<file path="src/rtl/t8ctc_pkg.sv">
// Types, codes and the prescaler table of the 8-bit prescaled timer.
package t8ctc_pkg;

  typedef enum logic [1:0] {
    ACT_TICK     = 2'd0,
    ACT_WR_COUNT = 2'd1,
    ACT_WR_OVF   = 2'd2,
    ACT_READ     = 2'd3
  } action_e;

  typedef enum logic [2:0] {
    CFG_TIMER_MODE  = 3'd0,
    CFG_CLOCK_SEL   = 3'd1,
    CFG_OVF_IRQ_EN  = 3'd2,
    CFG_CMP_IRQ_EN  = 3'd3,
    CFG_CMP_VALUE   = 3'd4
  } cfg_idx_e;

  localparam int unsigned CfgIdxW  = 3;
  localparam int unsigned CfgDataW = 8;
  localparam int unsigned PrescW   = 10;
  localparam int unsigned DivW     = PrescW + 1;

  typedef struct packed {
    action_e       action;
    logic [15:0]   write_value;
  } in_item_t;

  typedef struct packed {
    logic [7:0]  counter_value;
    logic [15:0] overflow_total;
    logic [23:0] extended_ticks;
    logic        overflow_irq;
    logic        compare_irq;
  } out_item_t;

  typedef struct packed {
    logic       timer_mode;
    logic [2:0] clock_select;
    logic       overflow_irq_enable;
    logic       compare_irq_enable;
    logic [7:0] compare_value;
  } cfg_t;

  typedef struct packed {
    logic [7:0]        count;
    logic [PrescW-1:0] prescale;
    logic [15:0]       overflows;
  } state_t;

  // Prescaler divisor per clock select; zero means stopped.
  function automatic logic [DivW-1:0] divisor_of(input logic [2:0] sel);
    logic [DivW-1:0] div;
    case (sel)
      3'd1:    div = DivW'(1);
      3'd2:    div = DivW'(8);
      3'd3:    div = DivW'(64);
      3'd4:    div = DivW'(256);
      3'd5:    div = DivW'(1024);
      default: div = '0;
    endcase
    return div;
  endfunction

endpackage

</file>
<file path="src/rtl/t8ctc_core.sv">
// Next-state and result logic for one transaction of the timer.
module t8ctc_core (
  input  t8ctc_pkg::cfg_t      cfg_i,
  input  t8ctc_pkg::state_t    state_i,
  input  t8ctc_pkg::in_item_t  item_i,
  output t8ctc_pkg::state_t    state_o,
  output t8ctc_pkg::out_item_t result_o
);
  import t8ctc_pkg::*;

  logic [DivW-1:0] div;
  logic [DivW-1:0] presc_inc;
  logic            running;
  logic            count_step;
  logic            match;
  logic            wrap;
  logic            ovf_pulse;
  logic            cmp_pulse;

  assign div       = divisor_of(cfg_i.clock_select);
  assign running   = (div != '0);
  assign presc_inc = {1'b0, state_i.prescale} + DivW'(1);
  assign match     = (state_i.count == cfg_i.compare_value);
  assign wrap      = (state_i.count == 8'hFF);

  always_comb begin
    state_o    = state_i;
    count_step = 1'b0;
    ovf_pulse  = 1'b0;
    cmp_pulse  = 1'b0;
    unique case (item_i.action)
      ACT_TICK: begin
        if (running) begin
          if (presc_inc >= div) begin
            count_step     = 1'b1;
            state_o.prescale = '0;
          end else begin
            state_o.prescale = presc_inc[PrescW-1:0];
          end
        end
        if (count_step) begin
          if (cfg_i.timer_mode && match) begin
            state_o.count = '0;
          end else begin
            state_o.count = state_i.count + 8'd1;
          end
          cmp_pulse = match && cfg_i.compare_irq_enable;
          if (wrap && cfg_i.overflow_irq_enable) begin
            ovf_pulse         = 1'b1;
            state_o.overflows = state_i.overflows + 16'd1;
          end
        end
      end
      ACT_WR_COUNT: state_o.count     = item_i.write_value[7:0];
      ACT_WR_OVF:   state_o.overflows = item_i.write_value;
      ACT_READ:     state_o           = state_i;
      default:      state_o           = state_i;
    endcase
  end

  always_comb begin
    result_o.counter_value  = state_o.count;
    result_o.overflow_total = state_o.overflows;
    result_o.extended_ticks = {state_o.overflows, state_o.count};
    result_o.overflow_irq   = ovf_pulse;
    result_o.compare_irq    = cmp_pulse;
  end

endmodule

</file>
<file path="src/rtl/timer8_prescaled_ctc_with_overflow_count.sv">
// Top level of the 8-bit prescaled timer with CTC mode and overflow count.
// Output: the result of an accepted transaction is held in the output register result_q.
// Throughput: one transaction per cycle; the output register refills in the
//   cycle its result is taken, so ready only drops while a result is stalled.
// Reset: counter, prescaler, overflow count, configuration and output valid
//   all clear; the timer comes up stopped in normal mode.
module timer8_prescaled_ctc_with_overflow_count (
  input  logic                                clk_i,
  input  logic                                rst_ni,
  // configuration writes
  input  logic                                cfg_we_i,
  input  logic [t8ctc_pkg::CfgIdxW-1:0]       cfg_index_i,
  input  logic [t8ctc_pkg::CfgDataW-1:0]      cfg_wdata_i,
  // input transactions
  input  logic                                in_valid_i,
  output logic                                in_ready_o,
  input  t8ctc_pkg::in_item_t                 in_item_i,
  // result transactions
  output logic                                out_valid_o,
  input  logic                                out_ready_i,
  output t8ctc_pkg::out_item_t                out_item_o
);
  import t8ctc_pkg::*;

  cfg_t      cfg_q;
  state_t    state_q, state_d;
  out_item_t result_d, result_q;
  logic      out_valid_q;
  logic      in_fire;

  // Single output register: free when empty or being drained this cycle.
  assign in_ready_o = !out_valid_q || out_ready_i;
  assign in_fire    = in_valid_i && in_ready_o;

  // Configuration registers; bits above a register's width are dropped,
  // unknown indexes are ignored.
  always_ff @(posedge clk_i or negedge rst_ni) begin
    if (!rst_ni) begin
      cfg_q <= '0;
    end else if (cfg_we_i) begin
      unique case (cfg_idx_e'(cfg_index_i))
        CFG_TIMER_MODE: cfg_q.timer_mode          <= cfg_wdata_i[0];
        CFG_CLOCK_SEL:  cfg_q.clock_select        <= cfg_wdata_i[2:0];
        CFG_OVF_IRQ_EN: cfg_q.overflow_irq_enable <= cfg_wdata_i[0];
        CFG_CMP_IRQ_EN: cfg_q.compare_irq_enable  <= cfg_wdata_i[0];
        CFG_CMP_VALUE:  cfg_q.compare_value       <= cfg_wdata_i;
        default:        cfg_q                     <= cfg_q;
      endcase
    end
  end

  // All per-transaction work: prescaler, count step, compare, wrap.
  t8ctc_core u_core (
    .cfg_i    (cfg_q),
    .state_i  (state_q),
    .item_i   (in_item_i),
    .state_o  (state_d),
    .result_o (result_d)
  );

  // Timer state advances only on an accepted transaction, so the next
  // transaction in the following cycle already sees the updated count.
  always_ff @(posedge clk_i or negedge rst_ni) begin
    if (!rst_ni) begin
      state_q <= '0;
    end else if (in_fire) begin
      state_q <= state_d;
    end
  end

  always_ff @(posedge clk_i or negedge rst_ni) begin
    if (!rst_ni) begin
      out_valid_q <= 1'b0;
    end else if (in_fire) begin
      out_valid_q <= 1'b1;
    end else if (out_ready_i) begin
      out_valid_q <= 1'b0;
    end
  end

  // Result payload, no reset needed.
  always_ff @(posedge clk_i) begin
    if (in_fire) begin
      result_q <= result_d;
    end
  end

  assign out_valid_o = out_valid_q;
  assign out_item_o  = result_q;

endmodule

</file>
<file path="config.mk">
export PLATFORM = sky130hd
export DESIGN_NAME = timer8_prescaled_ctc_with_overflow_count
export DESIGN_NICKNAME = d
export VERILOG_FILES = /design/src/rtl/t8ctc_pkg.sv /design/src/rtl/t8ctc_core.sv /design/src/rtl/timer8_prescaled_ctc_with_overflow_count.sv
export SDC_FILE = /design/constraint.sdc
export NUM_CORES = 1
export LEC_CHECK = 0
export BUFFER_PORTS_ARGS = -buffer_cell sky130_fd_sc_hd__buf_2
export CAP_MARGIN = 20
export CORE_UTILIZATION = 30
export CTS_CLUSTER_DIAMETER = 150
export DETAILED_ROUTE_END_ITERATION = 8
export GPL_TIMING_DRIVEN = 0
export PLACE_DENSITY = 0.6
export REMOVE_ABC_BUFFERS = 1
export SYNTH_ARGS = -nofsm -noshare
export SYNTH_HDL_FRONTEND = slang
export SYNTH_SLANG_ARGS = --single-unit
</file>
<file path="constraint.sdc">
create_clock -name clk_i -period 5.2 [get_ports clk_i]
set_clock_uncertainty 0.1 [all_clocks]
set_input_delay 0.78 -clock clk_i [delete_from_list [all_inputs] [get_ports clk_i]]
set_output_delay 0.78 -clock clk_i [all_outputs]
set_load 0.02 [all_outputs]
</file>
# --- Word-level counts from Yosys, hierarchy flattened ---
# Index checks and enable logic that the tools add are counted.
totals:
  input_bits: 34
  ff_bits: 99
  elab_cells: 62
  out_inout_bits: 52
classes:
  addsub: 3
  order_cmp: 1
  n_mux: 14
  n_eq_ne: 13
  reduce_logical: 17
op_table:
  columns: ["cell", "count"]
  rows:
  - ["case mux 11 bit (5 select lines)", 1]
  - ["two-way mux 16 bit", 2]
  - ["case mux 16 bit (2 select lines)", 1]
  - ["adder 16 x 1 -> 16 bit (second input constant)", 1]
  - ["two-way mux 8 bit", 2]
  - ["case mux 8 bit (2 select lines)", 1]
  - ["equality test 3 x 2 -> 1 bit (second input constant)", 4]
  - ["AND reduction 2 bit", 6]
  - ["adder 10 x 1 -> 11 bit (second input constant)", 1]
  - [">= comparator 11 bit", 1]
  - ["nonzero test 11 bit", 1]
  - ["two-way mux 10 bit", 1]
  - ["equality test 3 bit (second input constant)", 3]
  - ["adder 8 x 1 -> 8 bit (second input constant)", 1]
  - ["equality test 8 bit", 1]
  - ["equality test 8 bit (second input constant)", 1]
  - ["equality test 3 x 1 -> 1 bit (second input constant)", 2]
  - ["two-way mux 1 bit", 6]
  - ["logical AND 1 bit", 4]
  - ["zero test 3 bit", 1]
  - ["AND reduction 3 bit", 1]
  - ["equality test 2 x 1 -> 1 bit (second input constant)", 1]
  - ["equality test 2 bit (second input constant)", 1]
  - ["zero test 2 bit", 1]
  - ["3 further kinds", 3]

# --- Longest topological paths before layout ---
# Gate-level depths: netlist (run 1).
logic_depth:
  word_depth: 8
  depth_mapped: 14
  ltp_nobuf: 12

# --- Modules after synthesis ---
# Synthesis (run 1) repeated with hierarchy kept, for this count alone.
hier_totals:
  cells_unflattened: 472
  area_unflattened_um2: 5486.5
by_module_without_submodules:
  columns: ["module", "seq_area_each_um2", "instances", "area_each_um2", "cells_each"]
  rows:
  - ["timer8_prescaled_ctc_with_overflow_count", 2727.6, 1, 3394.5, 160]
  - ["t8ctc_core", 0.0, 1, 2092.0, 312]

# --- Worst setup path before layout (run 1) ---
# No wires, ideal clock.
synth_path:
  kind: "register -> register"
  start: "reg state_q[20] (netlist name)"
  end: "reg result_q (netlist bit out_item_o[47]) (data pin)"
  path_stages_with_launch: 14
  slack_ns: 1.767
  required_time_ns: 4.841
  setup_ns: 0.259
  n_path_buf: 1
  arrival_ns: 3.074
  synth_period_minus_slack_ns: 3.433
  cell_sequence: "dfrtp_1 > buf_4 > and4_1 > nand4_1 > inv_1 > and3_1 > ha_1 > nand3_1 > or4_4 > o41ai_4 > a31oi_4 > a31o_2 > o221a_2 > a211o_1"
synth_rtl:
  columns: ["item", "line_no", "text"]
  rows:
  - ["start, declared", "timer8_prescaled_ctc_with_overflow_count.sv:26", "state_t state_q, state_d;"]
  - ["start signal, assigned", "timer8_prescaled_ctc_with_overflow_count.sv:67", "state_q <= state_d;"]
  - ["end signal, assigned", "timer8_prescaled_ctc_with_overflow_count.sv:84", "result_q <= result_d;"]
  - ["end, declared", "timer8_prescaled_ctc_with_overflow_count.sv:27", "out_item_t result_d, result_q;"]

==> results of run 1 <==
-- sequential cells by signal, indices dropped and copies added, names as in the netlist --
name,count
out_item_o,26
state_q,34
cfg_q,14
out_valid_o,1
-- cell usage after synthesis (all sizes together), types with 13 or more instances --
library cell / count / share of area [%]
nand2: 33 / 2.6
a22oi: 22 / 3.3
o21ai: 15 / 1.5
nor2: 42 / 3.2
buf: 30 / 4.2
and3: 22 / 2.8
nand3: 29 / 3.2
clkbuf: 29 / 2.2
nand4: 18 / 2.4
xnor2: 13 / 2.3
nor3: 17 / 1.7
dfrtp: 49 / 25
edfxtp: 26 / 16
mux2: 16 / 3.6
-- stage by stage --
step / instances / hold slack, ns / worst slack, ns / cell area (um^2) / utilization [%]
finish: 782 / 0.270 / 1.17 / 5800 / 36.1
global placement: 759 / 0.414 / 0.423 / 5360 / 33.4
global route: 782 / 0.292 / 1.03 / 5800 / 36.1
detailed placement: 764 / 0.421 / 1.20 / 5440 / 33.9
floorplan: 458 / 0.372 / 1.23 / 4660 / -
CTS: 780 / 0.277 / 1.18 / 5780 / 36.0
-- logic make-up (layout without fill, tap and decap cells) --
kind of cell | after synthesis | in the layout
multiplexers | 21 | 21
AND/OR/NAND/NOR | 199 | 199
flip-flops | 75 | 75
buffers and inverters | 69 | 118
AO/OA/AOI/OAI | 131 | 131
adder cells (fa/ha/maj) | 8 | 8
XOR/XNOR | 14 | 14
-- worst paths after layout --
path | start | end | slack (ns) | depth (start not counted)
worst max-delay path | state_q[16] | out_item_o[40] | 1.17 | 13
worst min-delay path | rst_ni | state_q[16] | 0.27 | 1
worst max register to register | state_q[16] | out_item_o[40] | 1.17 | 13
worst min register to register | cfg_q[5] | cfg_q[5] | 0.43 | 1
max in group asynchronous | rst_ni | state_q[10] | 4.18 | 2
min in group clk_i | cfg_q[5] | cfg_q[5] | 0.43 | 1
-- cells in the final DEF, fill, tap and decap left out, types with 14 or more instances in the layout --
cell type  Yosys  layout
a22oi_1       22      22
and3_1        22      22
buf_2          4      85
dfrtp_1       49      49
edfxtp_1      26      26
mux2_2        16      16
nand2_1       31      31
nand3_1       28      28
nand4_1       17      17
nor2_1        42      42
nor3_1        17      17
o21ai_0       14      14
-- per-layer routing --
layer	up-vias	track usage (%)
met3	26	3.50
met1	2152	21.5
li1	2056	-
met4	2	8.11
met2	176	27.5
met5	-	0
-- area by class of cell --
class / count / area [um^2] / area share, %
Timing Repair Buffer: 92 / 518 / 8.94
Multi-Input combinational cell: 373 / 2620 / 45.2
Inverter: 10 / 37.5 / 0.648
Clock inverter: 2 / 36.3 / 0.626
Tap cell: 216 / 270 / 4.66
Clock buffer: 14 / 305 / 5.27
Sequential cell: 75 / 2010 / 34.6
-- power by group --
part	total, mW	switching, mW	internal [mW]
clock network	0.710	0.256	0.454
logic	0.619	0.379	0.239
registers	0.793	0.0967	0.697
==> results.yml, run 1 <==
clock_network:
  cts_buffer_depth: 2
  cts_setup_buffers: 0
  cts_tree: "built"
  clk_latency_ns: 0.35
  cts_buffers: 9
  cts-root-buf: "clkbuf_16"
  h-tree-depth: 3
  cts_hold_buf: 0
  cts_resized: 0
  cts_sinks: 75
  path_clk_slew_ns: 0.06
timing:
  fmax_mhz: 248
  hold_viol_final: 0
  fin_crit_sh_pct: 77.5
  timing.slew.headroom_pct: 41.7
  setup_viol: 0
  setup_tns_ns: 0
  min_period_ns: 4.03
  slew_violations: 0
  rsz0062_at_grt: "no"
  worstMarginPinSlew_ns: 0.873
pwr:
  p_leak_nw: 2.27
  power.density_nw_per_um2: 366
  peakVddDrop_uv: 157
  p_total_mw: 2.12
floorplan:
  placementRows: 46
  start_util_pct: 31.0
  die_x_um: 131
  io_pins: 86
  die_h_um: 131
  design.core.area_um2: 16100
  die-area_um2: 17100
setup_path:
  path_max_fanout: 13
  cp_top_family: "compound AO/OA/AOI/OAI gates"
  cp-start-kind: "register"
  slowest_stage: "a31oi_2"
  cp_common_cell: "ha_1"
  crit_chain: "ha_1 -> nand4_1 -> inv_1 -> and3_1 -> ha_1 -> nand3_1 -> or4_4 -> o41ai_4 -> a31oi_4 -> a31oi_2 -> buf_6 -> a311oi_1 -> a211o_1"
  worstPathArrival_ns: 4.03
  cpPeakStageDelay_ns: 0.55
  required_ns: 5.20
  crit_buf_inv: 2
  critPathCaptureType: "register"
  worst-setup-path-type: "register to register"
synthesis:
  synth_async_sr_flop_share_pct: 65.3
  synth_top_family_by_area: "compound AO/OA/AOI/OAI gates"
  ys_ff_latch: 75
  ys_warn_count: 0
  synth_cell_types: 71
  synth_cells: 517
  synth_compound_area_share_pct: 22.0
  synth-seq-area-share_pct: 40.3
  muxShareOfSynthArea_pct: 4.62
  synth_enable_flop_cells: 26
  ys.flop_type: "dfrtp_1"
  avgSynthCellArea_um2: 9.63
  synth-simple-area-share_pct: 21.4
  synth_xor_area_share_pct: 2.46
  synth-adder-area-share_pct: 2.01
  syn_area_um2: 4980
run:
  max_cap_violations: 0
placement:
  io_buffers: 85
  dp_hpwl_mm: 9.93
  place.gp.congestion: 0.814
routing:
  dr.first_iter.drc_count: 381
  wire_per_inst_um: 17.9
  wl_met1_mm: 6.11
  num_vias: 4412
  detail_route.first_pass.iterations: 5
  wl_met3_um: 910
  wirelength_mm: 14.0
  drc: 0
  routed_via_density: 5.64
  highest_layer: "met5"
  met2_length_mm: 6.60
  antenna_left: 0
final_layout:
  final_nets: 603
  drive_gt1_share_pct: 25.3
  area_growth_pct: 16.4
  diodes: 0
  nFillCells: 1632
run_status:
  status: "finished, final reports clean"
global_route:
  grt_pass1_vias: 4297
  grt_usage_pct: 16.9
  grt_antenna_before_repair: 1
  grt_max_degree: 42
  grt_pass1_wl_mm: 22.2
  overflow: 0
worst_hold_path:
  hold_path.class: "primary input to async pin"
Power figures use the tool's default switching activity.
==> run 2: changes to the inputs <==
- clock period: 5.2 -> 3.8 ns (I/O delays scaled with it)
==> results.yml, run 2 (synthesis results as in run 1) <==
floorplan:
  die_x_um: 131
  die-area_um2: 17100
  io_pins: 86
  placementRows: 46
  design.core.area_um2: 16100
  die_h_um: 131
  start_util_pct: 31.0
final_layout:
  regMostFlops: "state_q"
  final_nets: 613
  nFillCells: 1622
  area_growth_pct: 19.6
  diodes: 0
  layout_commonest_cell: "buf_2"
  multi_input_area_um2: 2690
  final_cell_mix: "buf_2, dfrtp_1, nor2_1, nand2_1, nand3_1"
  drive_gt1_share_pct: 28.0
  largest_reg_flops: 34
  seq_area_um2: 2010
setup_path:
  r2r_cells: 13
  critPathCaptureType: "register"
  cp_top_family: "compound AO/OA/AOI/OAI gates"
  crit_chain: "and4_1 -> nand4_1 -> inv_1 -> and3_1 -> ha_4 -> nand3_1 -> or4_4 -> o41ai_4 -> o221ai_4 -> buf_4 -> a31o_4 -> o221a_2 -> a211o_1"
  required_ns: 3.81
  path_max_fanout: 17
  slowest_stage: "dfrtp_2"
  worst-setup-path-type: "register to register"
  r2r_end: "out_item_o[47]"
  worstPathArrival_ns: 3.68
  cp-start-kind: "register"
  crit_buf_inv: 2
  cpPeakStageDelay_ns: 0.47
  r2r_slack_ns: 0.13
  r2r_start: "state_q[20]"
clock_network:
  h-tree-depth: 3
  cts_buffers: 9
  cts_sinks: 75
  cts_buffer_depth: 2
  clk_latency_ns: 0.35
  cts-root-buf: "clkbuf_16"
  path_clk_slew_ns: 0.06
  cts_tree: "built"
global_route:
  grt_pass1_wl_mm: 22.3
  overflow: 0
  grt_usage_pct: 17.1
  grt_pass1_vias: 4357
  grt_max_degree: 42
  grt_antenna_before_repair: 1
timing:
  timing.slew.headroom_pct: 43.6
  min_period_ns: 3.67
  setup_tns_ns: 0
  worstMarginPinSlew_ns: 0.844
  hold_slack_ns: 0.0576
  slew_violations: 0
  fmax_mhz: 272
  fin_crit_sh_pct: 96.7
  fin_ws_ns: 0.127
  hold_viol_final: 0
  rsz0062_at_grt: "no"
  setup_viol: 0
run:
  max_cap_violations: 0
routing:
  routed_via_density: 5.66
  num_vias: 4483
  wire_per_inst_um: 17.9
  antenna_left: 0
  wirelength_mm: 14.2
  dr.first_iter.drc_count: 363
  detail_route.first_pass.iterations: 7
  drc: 0
placement:
  place_ws_ns: -0.198
  io_buffers: 85
  place.gp.congestion: 0.814
  dp_hpwl_mm: 9.93
pwr:
  peakVddDrop_uv: 219
  power.density_nw_per_um2: 509
  p_leak_nw: 2.33
worst_hold_path:
  hold_path.class: "primary input to async pin"
run_status:
  status: "finished, final reports clean"
run 2: changes by cell type in the layout (fill, tap and decap cells not counted), moves of 2 or more:
cell / before / now
buf_4: 2 / 11
a31oi_2: 2 / 0
a31oi_4: 1 / 3
dfrtp_1: 49 / 47
dfrtp_2: 0 / 2
ha_1: 8 / 6
o311ai_1: 5 / 3
o311ai_2: 0 / 2
run 2: what timing repair did:
item,in CTS,in global routing
hold buffers,0,0
setup buffers,6,4
setup endpoints to repair,15,30
hold endpoints to repair,0,0
pin swaps,3,4
gates resized for setup,3,9
run 2: routing by layer:
| metal | track usage [%] | wire, um | share of wire, % |
|---|---|---|---|
| met5 | 0 | 13 | 0.092 |
| met2 | 28.0 | 6760 | 48 |
| met4 | 8.25 | 306 | 2.2 |
| met1 | 21.3 | 6090 | 43 |
| met3 | 3.62 | 984 | 7.0 |
run 2: worst register-to-register path, stage by stage (launching register included):
cell and delay [ns]:
dfrtp_2 0.47, and4_1 0.24, nand4_1 0.15, inv_1 0.08
and3_1 0.22, ha_4 0.32, nand3_1 0.08, or4_4 0.44
o41ai_4 0.10, o221ai_4 0.22, buf_4 0.18, a31o_4 0.29
o221a_2 0.29, a211o_1 0.26
run 2: layout make-up:
| cell class | instances | area share [%] |
|---|---|---|
| clock buffer | 14 | 5.13 |
| clock inverter | 2 | 0.609 |
| timing repair buffer | 102 | 10.2 |
| multi-input combinational | 373 | 45.2 |
| tap | 216 | 4.54 |
| inverter | 10 | 0.630 |
| sequential | 75 | 33.7 |
run 2: where the power goes:
group	internal [mW]	leakage [nW]	switching (mW)
registers	0.954	0.811	0.134
logic	0.414	1.34	0.557
clock network	0.621	0.171	0.352
run 2: how the worst max path moves through the flow:
| stage | slack, ns | end | depth (start not counted) | from |
|---|---|---|---|---|
| 2_1_floorplan | -0.17 | out_item_o[40] | 12 | state_q[16] |
| 3_5_place_dp | -0.20 | out_item_o[40] | 13 | state_q[16] |
| 5_1_grt | 0.02 | out_item_o[47] | 13 | state_q[20] |
| 3_3_place_gp | -0.98 | out_item_o[43] | 12 | state_q[16] |
| 6_report | 0.13 | out_item_o[47] | 13 | state_q[20] |
| 4_1_cts | 0.002 | out_item_o[47] | 12 | state_q[16] |
run 2: metrics by stage:
| stage | util (%) | std cells | area [um^2] | power, mW |
|---|---|---|---|---|
| 5_1_grt | 37.1 | 792 | 5960 | 3.18 |
| 4_1_cts | 36.5 | 786 | 5860 | 3.00 |
| 3_3_place_gp | 33.4 | 759 | 5360 | 1.89 |
| 6_report | 37.1 | 792 | 5960 | 3.03 |
| 3_5_place_dp | 33.9 | 764 | 5440 | 1.94 |
| 2_1_floorplan | - | 458 | 4660 | 1.64 |
==> run 3: changes to the inputs <==
==> constraint.sdc (replaced) <==
create_clock -name clk_i -period 3.8 [get_ports clk_i]
set_clock_uncertainty 0.1 [all_clocks]
set_input_delay 0.38 -clock clk_i [delete_from_list [all_inputs] [get_ports clk_i]]
set_output_delay 0.38 -clock clk_i [all_outputs]
set_load 0.02 [all_outputs]
==> results.yml, run 3 (synthesis results as in run 1) <==
setup_path:
  path_max_fanout: 17
  crit_chain: "and4_1 -> nand4_1 -> inv_1 -> and3_1 -> ha_4 -> nand3_1 -> or4_4 -> o41ai_4 -> o221ai_4 -> buf_4 -> a31o_4 -> o221a_2 -> a211o_1"
  critPathCaptureType: "register"
  cp-start-kind: "register"
  slowest_stage: "dfrtp_2"
  required_ns: 3.81
  crit_buf_inv: 2
  worstPathArrival_ns: 3.68
  worst-setup-path-type: "register to register"
  cp_top_family: "compound AO/OA/AOI/OAI gates"
  cpPeakStageDelay_ns: 0.47
timing:
  fin_crit_sh_pct: 96.6
  worstMarginPinSlew_ns: 0.855
  setup_viol: 0
  min_period_ns: 3.67
  slew_violations: 0
  timing.slew.headroom_pct: 42.9
  fin_ws_ns: 0.129
  setup_tns_ns: 0
  hold_viol_final: 0
  fmax_mhz: 272
  hold_slack_ns: 0.172
  rsz0062_at_grt: "no"
global_route:
  grt_usage_pct: 17.1
  grt_max_degree: 42
  grt_antenna_before_repair: 1
  grt_pass1_vias: 4357
  overflow: 0
  grt_pass1_wl_mm: 22.3
routing:
  detail_route.first_pass.iterations: 5
  wirelength_mm: 14.1
  num_vias: 4458
  antenna_left: 0
  wire_per_inst_um: 17.8
  dr.first_iter.drc_count: 368
  drc: 0
  routed_via_density: 5.62
pwr:
  power.density_nw_per_um2: 508
  p_int_mw: 1.99
  pwr-share-comb_pct: 32.1
  pwr-share-seq_pct: 35.9
  p_leak_nw: 2.33
  clockPowerShare_pct: 32.1
  peakVddDrop_uv: 217
  switching_share_pct: 34.4
  p_switching_mw: 1.04
final_layout:
  finish.utilization_pct: 37.2
  regMostFlops: "state_q"
  drive_gt1_share_pct: 27.9
  diodes: 0
  layout_commonest_cell: "buf_2"
  largest_reg_flops: 34
  final_cell_mix: "buf_2, dfrtp_1, nor2_1, nand2_1, nand3_1"
  stdcell_area_um2: 5970
  area_growth_pct: 19.8
  nFillCells: 1621
  final_nets: 614
run_status:
  status: "finished, final reports clean"
clock_network:
  cts_buffers: 9
  clk_latency_ns: 0.35
  cts_buffer_depth: 2
  cts_sinks: 75
  path_clk_slew_ns: 0.06
  cts_tree: "built"
  h-tree-depth: 3
  cts-root-buf: "clkbuf_16"
placement:
  placed_cell_area_um2: 5440
  place.gp.congestion: 0.814
  place_ws_ns: -0.198
  dp_hpwl_mm: 9.93
  io_buffers: 85
floorplan:
  design.core.area_um2: 16100
  die_x_um: 131
  start_util_pct: 31.0
  io_pins: 86
  die-area_um2: 17100
  die_h_um: 131
  placementRows: 46
worst_hold_path:
  hold_path.class: "primary input to register"
run:
  max_cap_violations: 0
## run 3: power groups by stage
stage                     sequential [mW]  combinational [mW]  clock (mW)
final                                1.09               0.973       0.972
after global routing                 1.10                1.06        1.02
after CTS                            1.08               0.933       0.985
after detailed placement             1.10               0.845           0
after global placement               1.09               0.797           0
after floorplan                      1.12               0.520           0
## run 3: final cells by class
class	count	area, um^2	area share [%]
Multi-Input combinational cell	373	2690	45.1
Sequential cell	75	2010	33.7
Timing Repair Buffer	103	616	10.3
Clock buffer	14	305	5.12
Tap cell	216	270	4.53
Inverter	10	37.5	0.629
Clock inverter	2	36.3	0.608
## run 3: final timing paths
path / to / slack [ns] / depth (start not counted) / startpoint
hold reg to reg: cfg_q[5] / 0.43 / 1 / cfg_q[5]
min in group asynchronous: out_valid_o / 0.41 / 2 / rst_ni
setup reg to reg: out_item_o[47] / 0.13 / 13 / state_q[20]
max in group asynchronous: state_q[10] / 2.64 / 3 / rst_ni
hold / removal: cfg_q[7] / 0.17 / 2 / cfg_wdata_i[7]
setup / recovery: out_item_o[47] / 0.13 / 13 / state_q[20]
## run 3: per-stage QoR
step                      total power [mW]  instances
after floorplan                       1.64        458
after global placement                1.89        759
after detailed placement              1.94        764
after CTS                             3.00        787
after global routing                  3.18        793
final                                 3.03        793
## run 3: layer usage
layer	part of all wire (%)	track usage, %
met3	7.0	3.62
met4	2.1	8.25
met5	0.071	0
met1	43	21.3
met2	48	28.0
## run 3: repair_timing
item / CTS / global route
hold buffers: 1 / 0
resized for setup: 3 / 9
pin swaps: 3 / 4
setup buffers: 6 / 4
hold endpoints to repair: 14 / 0
endpoints found under the setup margin: 15 / 30
cloned: 0 / 0
